$ cat src/rtl/http_request_tokenizer_assert.svh
// Assertion macros shared by the tokenizer RTL.
// Expects clk_i and rst_ni in the scope where a macro is used.
`ifndef HTTP_REQUEST_TOKENIZER_ASSERT_SVH
`define HTTP_REQUEST_TOKENIZER_ASSERT_SVH

// Checked only while out of reset.
`define HTOK_ASSERT(lbl, prop) \
  lbl: assert property (@(posedge clk_i) disable iff (!rst_ni) prop) \
    else $error("%m: check failed");

// Checked at every edge, reset included.
`define HTOK_ASSERT_ALWAYS(lbl, prop) \
  lbl: assert property (@(posedge clk_i) prop) \
    else $error("%m: check failed");

`endif

$ cat src/rtl/htok_pkg.sv
// Shared types and constants for the HTTP request tokenizer.
// No dependencies; used by htok_core, htok_out_fifo and the top level.
package htok_pkg;

  localparam int unsigned HDR_CNT_MAX_DEFAULT = 63;

  localparam logic [7:0] CHAR_SP    = 8'h20;
  localparam logic [7:0] CHAR_COLON = 8'h3A;
  localparam logic [7:0] CHAR_CR    = 8'h0D;
  localparam logic [7:0] CHAR_LF    = 8'h0A;

  localparam logic [2:0] K_METHOD  = 3'd0;
  localparam logic [2:0] K_URI     = 3'd1;
  localparam logic [2:0] K_VERSION = 3'd2;
  localparam logic [2:0] K_KEY     = 3'd3;
  localparam logic [2:0] K_VALUE   = 3'd4;
  localparam logic [2:0] K_BODY    = 3'd5;
  localparam logic [2:0] K_SEP     = 3'd6;

  typedef struct packed {
    logic [7:0] data_byte;
    logic       end_of_message;
  } item_t;

  typedef struct packed {
    logic [7:0] out_byte;
    logic [2:0] field_kind;
    logic [5:0] header_number;
    logic       last_of_run;
    logic       message_done;
  } res_t;

  // Results produced by one byte: count is 0, 1 or 2.
  typedef struct packed {
    logic [1:0] count;
    res_t       slot0;
    res_t       slot1;
  } push_t;

endpackage

$ cat src/rtl/htok_if.sv
// Handshake channel interfaces of the tokenizer: byte in, token out.
// Standalone; field widths match htok_pkg.
interface htok_in_if;
  logic       valid;
  logic       ready;
  logic [7:0] data_byte;
  logic       end_of_message;

  modport source (output valid, data_byte, end_of_message, input ready);
  modport sink (input valid, data_byte, end_of_message, output ready);
endinterface

interface htok_out_if;
  logic       valid;
  logic       ready;
  logic [7:0] out_byte;
  logic [2:0] field_kind;
  logic [5:0] header_number;
  logic       last_of_run;
  logic       message_done;

  modport source (output valid, out_byte, field_kind, header_number, last_of_run,
                  message_done, input ready);
  modport sink (input valid, out_byte, field_kind, header_number, last_of_run,
                message_done, output ready);
endinterface

$ cat src/rtl/http_request_tokenizer.sv
// HTTP request tokenizer, top level.
//
// req_i takes one request byte per transaction with end_of_message set on the
// final byte. res_o gives one token per transaction: the byte, its field kind
// (method, URI, version, header key, header value, body, separator), the
// header line number, last_of_run on the final token of a byte and
// message_done on the final token of the message.
// A byte yields zero, one or two tokens; a colon inside a header key is held
// until the next byte shows whether it splits key from value.
// A taken byte waits in the input register; its tokens are written together
// into the output queue once it has room; a second token follows the first.
// Throughput: one byte per cycle while bytes give one token each and the sink
// takes one per cycle; the output queue drains one token per cycle, so runs of
// two-token bytes are limited by that port.
// Reset clears the parser to the start of a message and empties both queues;
// end_of_message returns the parser to the same state after its last token.
// A stalled sink fills the four-token output queue; req_i.ready then drops
// once the input register holds a byte the queue cannot take.
// Depends on htok_pkg, htok_if, htok_core and htok_out_fifo.
module http_request_tokenizer #(
  parameter int unsigned HEADER_COUNT_MAX = htok_pkg::HDR_CNT_MAX_DEFAULT
) (
  input  logic       clk_i,
  input  logic       rst_ni,
  htok_in_if.sink    req_i,
  htok_out_if.source res_o
);
  import htok_pkg::*;

  item_t in_q;
  logic  in_valid_q, in_valid_d;
  logic  room;
  logic  fire;
  push_t push;
  res_t  head;

  assign fire        = in_valid_q && room;
  assign req_i.ready = !in_valid_q || room;
  assign in_valid_d  = req_i.valid || (in_valid_q && !room);

  always_ff @(posedge clk_i) begin
    if (req_i.valid && req_i.ready) begin
      in_q.data_byte      <= req_i.data_byte;
      in_q.end_of_message <= req_i.end_of_message;
    end
  end

  always_ff @(posedge clk_i or negedge rst_ni) begin
    if (!rst_ni) begin
      in_valid_q <= 1'b0;
    end else if (req_i.ready) begin
      in_valid_q <= in_valid_d;
    end
  end

  htok_core #(
    .HEADER_COUNT_MAX(HEADER_COUNT_MAX)
  ) u_core (
    .clk_i  (clk_i),
    .rst_ni (rst_ni),
    .fire_i (fire),
    .item_i (in_q),
    .push_o (push)
  );

  htok_out_fifo u_fifo (
    .clk_i       (clk_i),
    .rst_ni      (rst_ni),
    .push_i      (push),
    .room_o      (room),
    .res_valid_o (res_o.valid),
    .res_ready_i (res_o.ready),
    .res_o       (head)
  );

  assign res_o.out_byte      = head.out_byte;
  assign res_o.field_kind    = head.field_kind;
  assign res_o.header_number = head.header_number;
  assign res_o.last_of_run   = head.last_of_run;
  assign res_o.message_done  = head.message_done;

endmodule

$ cat src/rtl/htok_core.sv
// Parser state and per-byte classification logic of the tokenizer.
// Depends on htok_pkg and http_request_tokenizer_assert.svh.
`include "http_request_tokenizer_assert.svh"

module htok_core #(
  parameter int unsigned HEADER_COUNT_MAX = htok_pkg::HDR_CNT_MAX_DEFAULT
) (
  input  logic            clk_i,
  input  logic            rst_ni,
  input  logic            fire_i,
  input  htok_pkg::item_t item_i,
  output htok_pkg::push_t push_o
);
  import htok_pkg::*;

  localparam int unsigned CntW = $clog2(HEADER_COUNT_MAX + 1);
  localparam logic [CntW-1:0] CntMax = CntW'(HEADER_COUNT_MAX);

  localparam logic [3:0] SEC_METHOD    = 4'd0;
  localparam logic [3:0] SEC_URI_FIRST = 4'd1;
  localparam logic [3:0] SEC_URI       = 4'd2;
  localparam logic [3:0] SEC_VERSION   = 4'd3;
  localparam logic [3:0] SEC_KEY       = 4'd4;
  localparam logic [3:0] SEC_VALUE     = 4'd5;
  localparam logic [3:0] SEC_LF        = 4'd6;
  localparam logic [3:0] SEC_LF_PEND   = 4'd7;
  localparam logic [3:0] SEC_BODY      = 4'd8;

  logic [3:0]      section_q, section_d;
  logic            colon_held_q, colon_held_d;
  logic            line_start_q, line_start_d;
  logic            first_line_q, first_line_d;
  logic            term_lf_q, term_lf_d;
  logic [CntW-1:0] hcount_q, hcount_d;

  logic [7:0] b;
  logic       eom;
  logic [1:0] n;
  res_t       slot [2];

  function automatic res_t mk_res(logic [7:0] ch, logic [2:0] kind, logic [5:0] hn);
    res_t r;
    r.out_byte      = ch;
    r.field_kind    = kind;
    r.header_number = hn;
    r.last_of_run   = 1'b0;
    r.message_done  = 1'b0;
    return r;
  endfunction

  always_comb begin
    b            = item_i.data_byte;
    eom          = item_i.end_of_message;
    section_d    = section_q;
    colon_held_d = colon_held_q;
    line_start_d = line_start_q;
    first_line_d = first_line_q;
    term_lf_d    = term_lf_q;
    hcount_d     = hcount_q;
    n            = 2'd0;
    slot[0]      = '0;
    slot[1]      = '0;

    if (colon_held_d && b == CHAR_SP) begin
      // held colon plus space: both are separators, value starts
      colon_held_d = 1'b0;
      slot[0]   = mk_res(CHAR_COLON, K_SEP, 6'(hcount_d));
      slot[1]   = mk_res(b, K_SEP, 6'(hcount_d));
      n         = 2'd2;
      section_d = SEC_VALUE;
    end else begin
      if (colon_held_d) begin
        // release the held colon as a key byte
        colon_held_d = 1'b0;
        slot[0] = mk_res(CHAR_COLON, K_KEY, 6'(hcount_d));
        n       = 2'd1;
      end
      case (section_d)
        SEC_METHOD, SEC_URI_FIRST, SEC_URI, SEC_VERSION: begin
          if (b == CHAR_CR) begin
            slot[n[0]] = mk_res(b, K_SEP, first_line_d ? 6'd0 : 6'(hcount_d));
            section_d  = SEC_LF;
          end else if (b == CHAR_SP && section_d == SEC_METHOD) begin
            slot[n[0]] = mk_res(b, K_SEP, 6'd0);
            section_d  = SEC_URI_FIRST;
          end else if (b == CHAR_SP && section_d == SEC_URI) begin
            slot[n[0]] = mk_res(b, K_SEP, 6'd0);
            section_d  = SEC_VERSION;
          end else if (section_d == SEC_METHOD) begin
            slot[n[0]] = mk_res(b, K_METHOD, 6'd0);
          end else if (section_d == SEC_VERSION) begin
            slot[n[0]] = mk_res(b, K_VERSION, 6'd0);
          end else begin
            slot[n[0]] = mk_res(b, K_URI, 6'd0);
            section_d  = SEC_URI;
          end
          n            = n + 2'd1;
          line_start_d = 1'b0;
        end
        SEC_KEY: begin
          if (line_start_d && term_lf_d && !first_line_d && b == CHAR_CR) begin
            // empty line after a full terminator: candidate body start
            slot[n[0]]   = mk_res(b, K_SEP, 6'd0);
            n            = n + 2'd1;
            section_d    = SEC_LF_PEND;
            line_start_d = 1'b0;
          end else begin
            if (line_start_d) begin
              if (hcount_d < CntMax) hcount_d = hcount_d + CntW'(1);
              line_start_d = 1'b0;
            end
            if (b == CHAR_CR) begin
              slot[n[0]] = mk_res(b, K_SEP, first_line_d ? 6'd0 : 6'(hcount_d));
              n          = n + 2'd1;
              section_d  = SEC_LF;
            end else if (b == CHAR_COLON) begin
              colon_held_d = 1'b1;
            end else begin
              slot[n[0]] = mk_res(b, K_KEY, 6'(hcount_d));
              n          = n + 2'd1;
            end
          end
        end
        SEC_VALUE: begin
          if (b == CHAR_CR) begin
            slot[n[0]] = mk_res(b, K_SEP, first_line_d ? 6'd0 : 6'(hcount_d));
            section_d  = SEC_LF;
          end else begin
            slot[n[0]] = mk_res(b, K_VALUE, 6'(hcount_d));
          end
          n = n + 2'd1;
        end
        SEC_LF: begin
          slot[n[0]]   = mk_res(b, K_SEP, first_line_d ? 6'd0 : 6'(hcount_d));
          n            = n + 2'd1;
          term_lf_d    = (b == CHAR_LF);
          line_start_d = 1'b1;
          first_line_d = 1'b0;
          section_d    = SEC_KEY;
        end
        SEC_LF_PEND: begin
          if (b == CHAR_LF) begin
            slot[n[0]] = mk_res(b, K_SEP, 6'd0);
            section_d  = SEC_BODY;
          end else begin
            // the empty line was not closed by LF: count it as a header line
            if (hcount_d < CntMax) hcount_d = hcount_d + CntW'(1);
            slot[n[0]]   = mk_res(b, K_SEP, 6'(hcount_d));
            term_lf_d    = 1'b0;
            line_start_d = 1'b1;
            section_d    = SEC_KEY;
          end
          n = n + 2'd1;
        end
        default: begin
          slot[n[0]] = mk_res(b, K_BODY, 6'd0);
          n          = n + 2'd1;
        end
      endcase
    end

    // a colon cannot stay held past the last byte
    if (eom && colon_held_d) begin
      colon_held_d = 1'b0;
      slot[n[0]]   = mk_res(CHAR_COLON, K_KEY, 6'(hcount_d));
      n            = n + 2'd1;
    end

    if (n == 2'd2) begin
      slot[1].last_of_run  = 1'b1;
      slot[1].message_done = eom;
    end else if (n == 2'd1) begin
      slot[0].last_of_run  = 1'b1;
      slot[0].message_done = eom;
    end

    if (eom) begin
      section_d    = SEC_METHOD;
      colon_held_d = 1'b0;
      line_start_d = 1'b1;
      first_line_d = 1'b1;
      term_lf_d    = 1'b0;
      hcount_d     = '0;
    end

    push_o.count = fire_i ? n : 2'd0;
    push_o.slot0 = slot[0];
    push_o.slot1 = slot[1];
  end

  always_ff @(posedge clk_i or negedge rst_ni) begin
    if (!rst_ni) begin
      section_q    <= SEC_METHOD;
      colon_held_q <= 1'b0;
      line_start_q <= 1'b1;
      first_line_q <= 1'b1;
      term_lf_q    <= 1'b0;
      hcount_q     <= '0;
    end else if (fire_i) begin
      section_q    <= section_d;
      colon_held_q <= colon_held_d;
      line_start_q <= line_start_d;
      first_line_q <= first_line_d;
      term_lf_q    <= term_lf_d;
      hcount_q     <= hcount_d;
    end
  end

  `HTOK_ASSERT_ALWAYS(a_hcount_sat, hcount_q <= CntMax)
  `HTOK_ASSERT(a_colon_in_key, colon_held_q |-> section_q == SEC_KEY)
  `HTOK_ASSERT(a_eom_resets,
      (fire_i && item_i.end_of_message) |=>
      (section_q == SEC_METHOD && hcount_q == '0 && !colon_held_q && first_line_q))
  `HTOK_ASSERT(a_one_result,
      (fire_i && !colon_held_q && section_q != SEC_KEY) |-> push_o.count == 2'd1)

endmodule

$ cat src/rtl/htok_out_fifo.sv
// Four-entry result queue: takes up to two tokens per cycle, hands out one.
// Depends on htok_pkg and http_request_tokenizer_assert.svh.
`include "http_request_tokenizer_assert.svh"

module htok_out_fifo (
  input  logic            clk_i,
  input  logic            rst_ni,
  input  htok_pkg::push_t push_i,
  output logic            room_o,
  output logic            res_valid_o,
  input  logic            res_ready_i,
  output htok_pkg::res_t  res_o
);
  import htok_pkg::*;

  localparam int unsigned Depth = 4;
  localparam int unsigned PtrW  = $clog2(Depth);
  localparam int unsigned CntW  = $clog2(Depth + 1);

  res_t            mem [Depth];
  logic [PtrW-1:0] wr_ptr_q, wr_ptr_d;
  logic [PtrW-1:0] rd_ptr_q, rd_ptr_d;
  logic [CntW-1:0] cnt_q, cnt_d;
  logic            pop;

  assign res_valid_o = (cnt_q != '0);
  assign res_o       = mem[rd_ptr_q];
  assign pop         = res_valid_o && res_ready_i;
  // room for a two-token byte, without counting on a pop
  assign room_o      = (cnt_q <= CntW'(Depth - 2));

  assign wr_ptr_d = wr_ptr_q + PtrW'(push_i.count);
  assign rd_ptr_d = rd_ptr_q + PtrW'(pop);
  assign cnt_d    = cnt_q + CntW'(push_i.count) - CntW'(pop);

  always_ff @(posedge clk_i) begin
    if (push_i.count != 2'd0) mem[wr_ptr_q] <= push_i.slot0;
    if (push_i.count == 2'd2) mem[wr_ptr_q + PtrW'(1)] <= push_i.slot1;
  end

  always_ff @(posedge clk_i or negedge rst_ni) begin
    if (!rst_ni) begin
      wr_ptr_q <= '0;
      rd_ptr_q <= '0;
      cnt_q    <= '0;
    end else begin
      wr_ptr_q <= wr_ptr_d;
      rd_ptr_q <= rd_ptr_d;
      cnt_q    <= cnt_d;
    end
  end

  `HTOK_ASSERT_ALWAYS(a_no_overflow, cnt_q <= CntW'(Depth))
  `HTOK_ASSERT(a_push_has_room, (push_i.count != 2'd0) |-> room_o)
  `HTOK_ASSERT(a_ptr_gap, PtrW'(wr_ptr_q - rd_ptr_q) == PtrW'(cnt_q))

endmodule

$ cat src/flat_wrapper.sv
// flat-port wrapper written by rule: the top's interface ports become plain ports
module http_request_tokenizer_flat import htok_pkg::*;
#(
  parameter int unsigned HEADER_COUNT_MAX = htok_pkg::HDR_CNT_MAX_DEFAULT
)
  (clk_i, rst_ni, req_i_valid, req_i_data_byte, req_i_end_of_message, req_i_ready, res_o_valid, res_o_out_byte, res_o_field_kind, res_o_header_number, res_o_last_of_run, res_o_message_done, res_o_ready);
  htok_in_if req_i_i ();
  htok_out_if res_o_i ();
  input  logic clk_i;
  input  logic rst_ni;
  input wire logic [$bits(req_i_i.valid)-1:0] req_i_valid;
  input wire logic [$bits(req_i_i.data_byte)-1:0] req_i_data_byte;
  input wire logic [$bits(req_i_i.end_of_message)-1:0] req_i_end_of_message;
  output wire logic [$bits(req_i_i.ready)-1:0] req_i_ready;
  output wire logic [$bits(res_o_i.valid)-1:0] res_o_valid;
  output wire logic [$bits(res_o_i.out_byte)-1:0] res_o_out_byte;
  output wire logic [$bits(res_o_i.field_kind)-1:0] res_o_field_kind;
  output wire logic [$bits(res_o_i.header_number)-1:0] res_o_header_number;
  output wire logic [$bits(res_o_i.last_of_run)-1:0] res_o_last_of_run;
  output wire logic [$bits(res_o_i.message_done)-1:0] res_o_message_done;
  input wire logic [$bits(res_o_i.ready)-1:0] res_o_ready;
  assign req_i_i.valid = req_i_valid;
  assign req_i_i.data_byte = req_i_data_byte;
  assign req_i_i.end_of_message = req_i_end_of_message;
  assign req_i_ready = req_i_i.ready;
  assign res_o_valid = res_o_i.valid;
  assign res_o_out_byte = res_o_i.out_byte;
  assign res_o_field_kind = res_o_i.field_kind;
  assign res_o_header_number = res_o_i.header_number;
  assign res_o_last_of_run = res_o_i.last_of_run;
  assign res_o_message_done = res_o_i.message_done;
  assign res_o_i.ready = res_o_ready;
  http_request_tokenizer #(.HEADER_COUNT_MAX(HEADER_COUNT_MAX)) u_core (.clk_i(clk_i), .rst_ni(rst_ni), .req_i(req_i_i), .res_o(res_o_i));
endmodule
$ cat config.mk
export PLATFORM = sky130hd
export DESIGN_NAME = http_request_tokenizer_flat
export DESIGN_NICKNAME = d
export VERILOG_FILES = /design/src/rtl/htok_pkg.sv /design/src/rtl/htok_if.sv /design/src/rtl/http_request_tokenizer.sv /design/src/rtl/htok_core.sv /design/src/rtl/htok_out_fifo.sv /design/src/flat_wrapper.sv
export VERILOG_INCLUDE_DIRS = /design/src /design/src/rtl
export SDC_FILE = /design/constraint.sdc
export NUM_CORES = 1
export LEC_CHECK = 0
export BUFFER_PORTS_ARGS = -buffer_cell sky130_fd_sc_hd__buf_2
export CORE_ASPECT_RATIO = 0.9
export CORE_MARGIN = 4
export CORE_UTILIZATION = 45
export DETAILED_ROUTE_END_ITERATION = 16
export SLEW_MARGIN = 20
export SYNTH_ARGS = -nofsm -noshare
export SYNTH_HDL_FRONTEND = slang
export SYNTH_SLANG_ARGS = --single-unit
$ cat constraint.sdc
create_clock -name clk_i -period 5.2 [get_ports clk_i]
set_input_delay 0.26 -clock clk_i [delete_from_list [all_inputs] [get_ports clk_i]]
set_output_delay 0.26 -clock clk_i [all_outputs]
set_load 0.005 [all_outputs]
# --- Word-level counts from Yosys, hierarchy flattened ---
# Memories as Yosys holds them, arrays and structs flattened.
# Index checks and enable logic that the tools add are counted.
op_classes:
  n_eq_ne: 18
  n_addsub: 8
  n_lt_le_gt_ge: 6
  n_mux: 90
  reduce_logical: 31
  n_bitwise: 2
op_table:
  columns: ["op", "count"]
  rows:
  - ["$mux 38", 12]
  - ["$bwmux 38", 11]
  - ["$pmux 38 s5", 1]
  - ["$mux 6", 14]
  - ["$mux 19", 3]
  - ["$mux 4", 10]
  - ["$demux 19 s1", 2]
  - ["$mux 2", 11]
  - ["$mux 1", 21]
  - ["$pmux 4 s5", 1]
  - ["$mux 17", 1]
  - ["$eq 4x3->1 const B", 4]
  - ["$eq 8x4->1 const B", 2]
  - ["$eq 8x6->1 const B", 2]
  - ["$ne 7x6->1 const B", 2]
  - ["$logic_and 1x1->1", 13]
  - ["$pmux 6 s2", 1]
  - ["$reduce_and 4->1", 3]
  - ["$eq 4x2->1 const B", 2]
  - ["$reduce_bool 7->1", 1]
  - ["$add 2x1->2 const B", 3]
  - ["$add 6x1->6 const B", 1]
  - ["$lt 6x6->1 const B", 1]
  - ["$reduce_bool 3->1", 2]
  - ["23 further kinds", 31]
word_totals:
  output_inout_bits: 21
  reg_bits: 31
  input_bits: 13
  ramBits: 76
  memories: 1
memory_table:
  columns: ["memory", "depth", "width", "rd", "rd_clocked_by_memory_dff", "wr", "line", "text"]
  rows:
  - ["u_core.u_fifo.mem", 4, 19, 1, 0, 2, "htok_out_fifo.sv:20", "res_t mem [Depth];"]

# --- Depth between registers and ports, before layout ---
logic_depth:
  ltp_word: 20
  mapped_depth: 14

# --- Modules after synthesis ---
# Synthesis repeated with hierarchy kept, for this count alone.
unflattened:
  cells_unflattened: 570
  hier_area_um2: 6977.9
by_module_without_submodules:
  columns: ["mod", "area_per_inst_um2", "n_inst", "cells_per_inst", "seq_area_each_um2"]
  rows:
  - ["htok_out_fifo", 4210.3, 1, 225, 2457.4]
  - ["htok_core", 2437.3, 1, 331, 352.8]
  - ["http_request_tokenizer", 330.3, 1, 14, 295.3]

# --- Worst setup path before layout ---
# No wires, ideal clock.
synth_path:
  kind: "flip-flop to flip-flop"
  start: "register u_core.in_q[6] in the netlist's numbering"
  end: "memory u_core.u_fifo.mem[1][0] in the netlist's numbering, enable pin"
  t_required_ns: 4.779
  path_stages_with_launch: 10
  arrival_time_ns: 3.716
  path_slack_ns: 1.062
  setup_time_ns: 0.421
  period_less_slack_ns: 4.138
  path_cell_list: "edfxtp_1 -> clkbuf_1 -> nor4bb_1 -> nand2_1 -> ha_1 -> o21ai_0 -> a21oi_1 -> nor3b_2 -> nor2_1 -> o21ai_0"
synth_lines:
  columns: ["element", "line", "text"]
  rows:
  - ["from (decl)", "http_request_tokenizer.sv:30", "item_t in_q;"]
  - ["to (decl)", "htok_out_fifo.sv:20", null]

==> results.md <==
- H-tree depth: 3
- Largest net degree at the start of global routing: 31
- FMAX: 242 MHz
- WL met1: 8010 microns
- Starting Density: 46.3%
- Routed via count: 5129
- Initial antenna violation count: 0
- Setup TNS: 0 ns
- # rows: 41
- Slew Viols, Final: 0
- Top-area cell type share of the netlist area: 38.9%
- Power Dens Cells: 454 mW/mm^2
- Mapped Avg Cell Area: 10.9 sq um
- CP arrival: roughly 4 ns
- Synth warn: 0
- Drt wl/cell: 21.9 microns
- Req. time, crit path: between 5 and 6 ns
- Hold EP: u_core.in_q[5]
- Final worst slack: around 1.1 ns
- Slew HR: 33.1%
- DR top layer: met4
- Placeable Area: 0.0142 sq mm
- Kind of critical path: register to register
- Number of post-CTS setup repair buffers: 0
- Worst Hold Depth: 1
- Final Hold Vio Count: 0
- Worst setup path start: u_core.in_q[5]
- Share of cells above drive strength 1: 16.8%
- Vias per inst: 6.31
- Endpoint class of the critical path: register
- Pre-CTS setup slack: 1.08 ns
- GPL Wtd Cong: 0.913
- Critical Path, Cell by Cell: nor4bb_1, nand2_1, ha_1, o21ai_0, a21oi_1, nor3b_2, nor2_1, o21ai_2
- Synthesized area: 0.00655 sq mm
- Drt first pass iters: 5
- Worst reg2reg startpoint: u_core.in_q[5]
- Sequential element share of the synthesized area: 47.4%
- Final wirelength: 17800 microns
- DRC: 0
- Die H: 122 microns
- # port buffers: 33
- Worst-Margin Slew: ~1.0 ns
- Post-synth cell types: 84
- Hpwl dp: around 13000 microns
- Status: finished clean
- Critical-path top delay cell: o21ai_2
- Reg2reg end: u_core.u_fifo.mem[3][14]
- Total Power: 3.26 mW
- Total track usage: roughly 22%
- Layout area overhead: 9.62%
- CP startpoint kind: register
- FF-to-FF setup slack: 1.08 ns
- Asr flop ratio synth: 20.6%
- Post-synth top area cell: edfxtp_1
- Fin crit share: approximately 79%
- Max-Cap Viols: 0
- WHS: 0.0744 ns
- Hold wc startpoint: req_i_data_byte[4]
- Top FF cell, synth: edfxtp_1
- Final setup vio count: 0
- Clock network latency to the later pin of the worst-skew pair: ~0.36 ns
- Fill cells: 1309
- Most frequent cell after synthesis: edfxtp_1
- Worst-path fanout max: 19
- Post-synth EDFFs: 85
- Die Area: 0.0166 sq mm
- Ranking of synthesized cells by area: edfxtp_1 39%, dfrtp_1 7.6%, mux4_2 6.5%
- Lkg Pwr: between 2 and 3 nW
- Crit-path max cell delay: ~0.80 ns
- Reg2reg path depth: 8
- Metal2 WL: 8280 microns
- Initial DRC Count: 556
- Global-route wire length before repair: around 28000 microns
- Overflow left after global routing: 0
- Layout net count: 637
- Wire length on met3: 1260 microns
- #FFs+latches synth: 107
- Clock-pin transition on the worst setup and hold timing paths: 0.08 ns
- Antenna Nets Post-Route: 0
- Max VDD drop: roughly 0.22 mV
- I/O pins: 34
- Total clock sinks: ~110
- CTS tree: yes
- Clock Tree Buf Depth: 2
- N_diodes: 0
- Vias in the first global route: just under 5000
- RSZ-0062 raised after global routing: false
- Mapped Cells: 604
- Syn Nets: 626
- Setup Skew: about 0.012 ns
- Hold Path Class: primary input to register
- Overall die width: 135 microns
- Minimum clock period: 4.12 ns
- CTS root buffer: clkbuf_16
- Clock buffer count from CTS: 9
- Post-synth top cells: 85 x edfxtp_1, 53 x a21oi_1, 39 x o21ai_0
cell usage in the layout, fill, tap and decap left out, types with 6 or more instances in the layout:
master / n
a21o_1: 17
nor3_1: 10
nand2_1: 38
edfxtp_1: 85
nand3_1: 14
buf_4: 7
nor4_1: 8
nand2b_1: 8
nor2_1: 38
o21ai_0: 37
buf_2: 33
a31oi_1: 9
and2_1: 23
a21oi_1: 53
dfrtp_1: 20
mux2i_1: 28
a211oi_1: 6
ha_1: 8
a22o_1: 8
clkbuf_16: 9
mux4_2: 19
inv_1: 16
final cells by class:
type,count,area (sq um),area share (%)
clock buffers,11,243,3.38
repair buffers,41,228,3.17
clock inverters,5,66.3,0.923
well taps,193,241,3.36
inverters,17,63.8,0.888
multi-input cells,439,3240,45.1
flip-flops and latches,107,3110,43.2
sequential cells by signal, summed over array words and instances, names as in the netlist:
name                        count
u_core.u_fifo.rd_ptr_q          2
u_core.u_core.term_lf_q         1
u_core.u_core.line_start_q      1
u_core.u_fifo.wr_ptr_q          2
u_core.u_core.hcount_q          6
u_core.u_fifo.mem              76
u_core.u_fifo.cnt_q             3
u_core.u_core.first_line_q      1
u_core.u_core.colon_held_q      1
u_core.in_q                     9
u_core.u_core.section_q         4
u_core.in_valid_q               1
what timing repair did:
action | 4_1_cts | 5_1_grt
hold buffers | 1 | 0
resized for setup | 0 | 0
hold endpoints to repair | 20 | 0
worst max path at each step:
stage                                to  slack (ns)
2_1_floorplan   u_core.u_fifo.mem[1][0]        1.06
3_3_place_gp   u_core.u_fifo.mem[3][15]        1.34
3_5_place_dp   u_core.u_fifo.mem[3][14]        1.08
4_1_cts        u_core.u_fifo.mem[3][14]        1.06
5_1_grt        u_core.u_fifo.mem[0][16]        0.77
6_report       u_core.u_fifo.mem[3][14]        1.08
cells by family (layout without fill, tap and decap cells):
family / count (synthesis) / count (layout) / synth area share (%)
AND/OR/NAND/NOR: 183 / 183 / 15.6
adder cells (fa/ha/maj): 9 / 9 / 1.83
flip-flops: 107 / 107 / 47.4
XOR/XNOR: 6 / 6 / 0.802
buffers and inverters: 58 / 74 / 3.53
AO/OA/AOI/OAI: 192 / 192 / 19.7
multiplexers: 49 / 49 / 11.1
metrics by stage:
stage / area [sq um] / util [%] / std cells
2_1_floorplan: 6550 / - / 604
3_3_place_gp: 6870 / 48.5 / 796
3_5_place_dp: 6870 / 48.5 / 796
4_1_cts: 7180 / 50.7 / 813
5_1_grt: 7180 / 50.7 / 813
6_report: 7180 / 50.7 / 813
routing by layer:
layer	global-route usage [%]	vias to the layer above
li1	-	2368
met1	32.1	2510
met2	34.1	229
met4	5.48	0
met5	0	-
met3	4.26	22
critical path: cells and delay by family (launching register included):
kind / cells / cell delay [ns]
fa+ha+maj: 1 / 0.42
flops: 1 / 0.51
simple gates: 4 / 1.32
compound gates: 3 / 1.47
report_power, final:
part           leakage [nW]  internal (mW)  total, mW  switching [mW]
logic                  1.44          0.522       1.17           0.650
registers              1.06           1.17       1.37           0.202
clock network         0.149          0.394      0.714           0.320
Note: power is estimated with default switching activity, not from simulation.
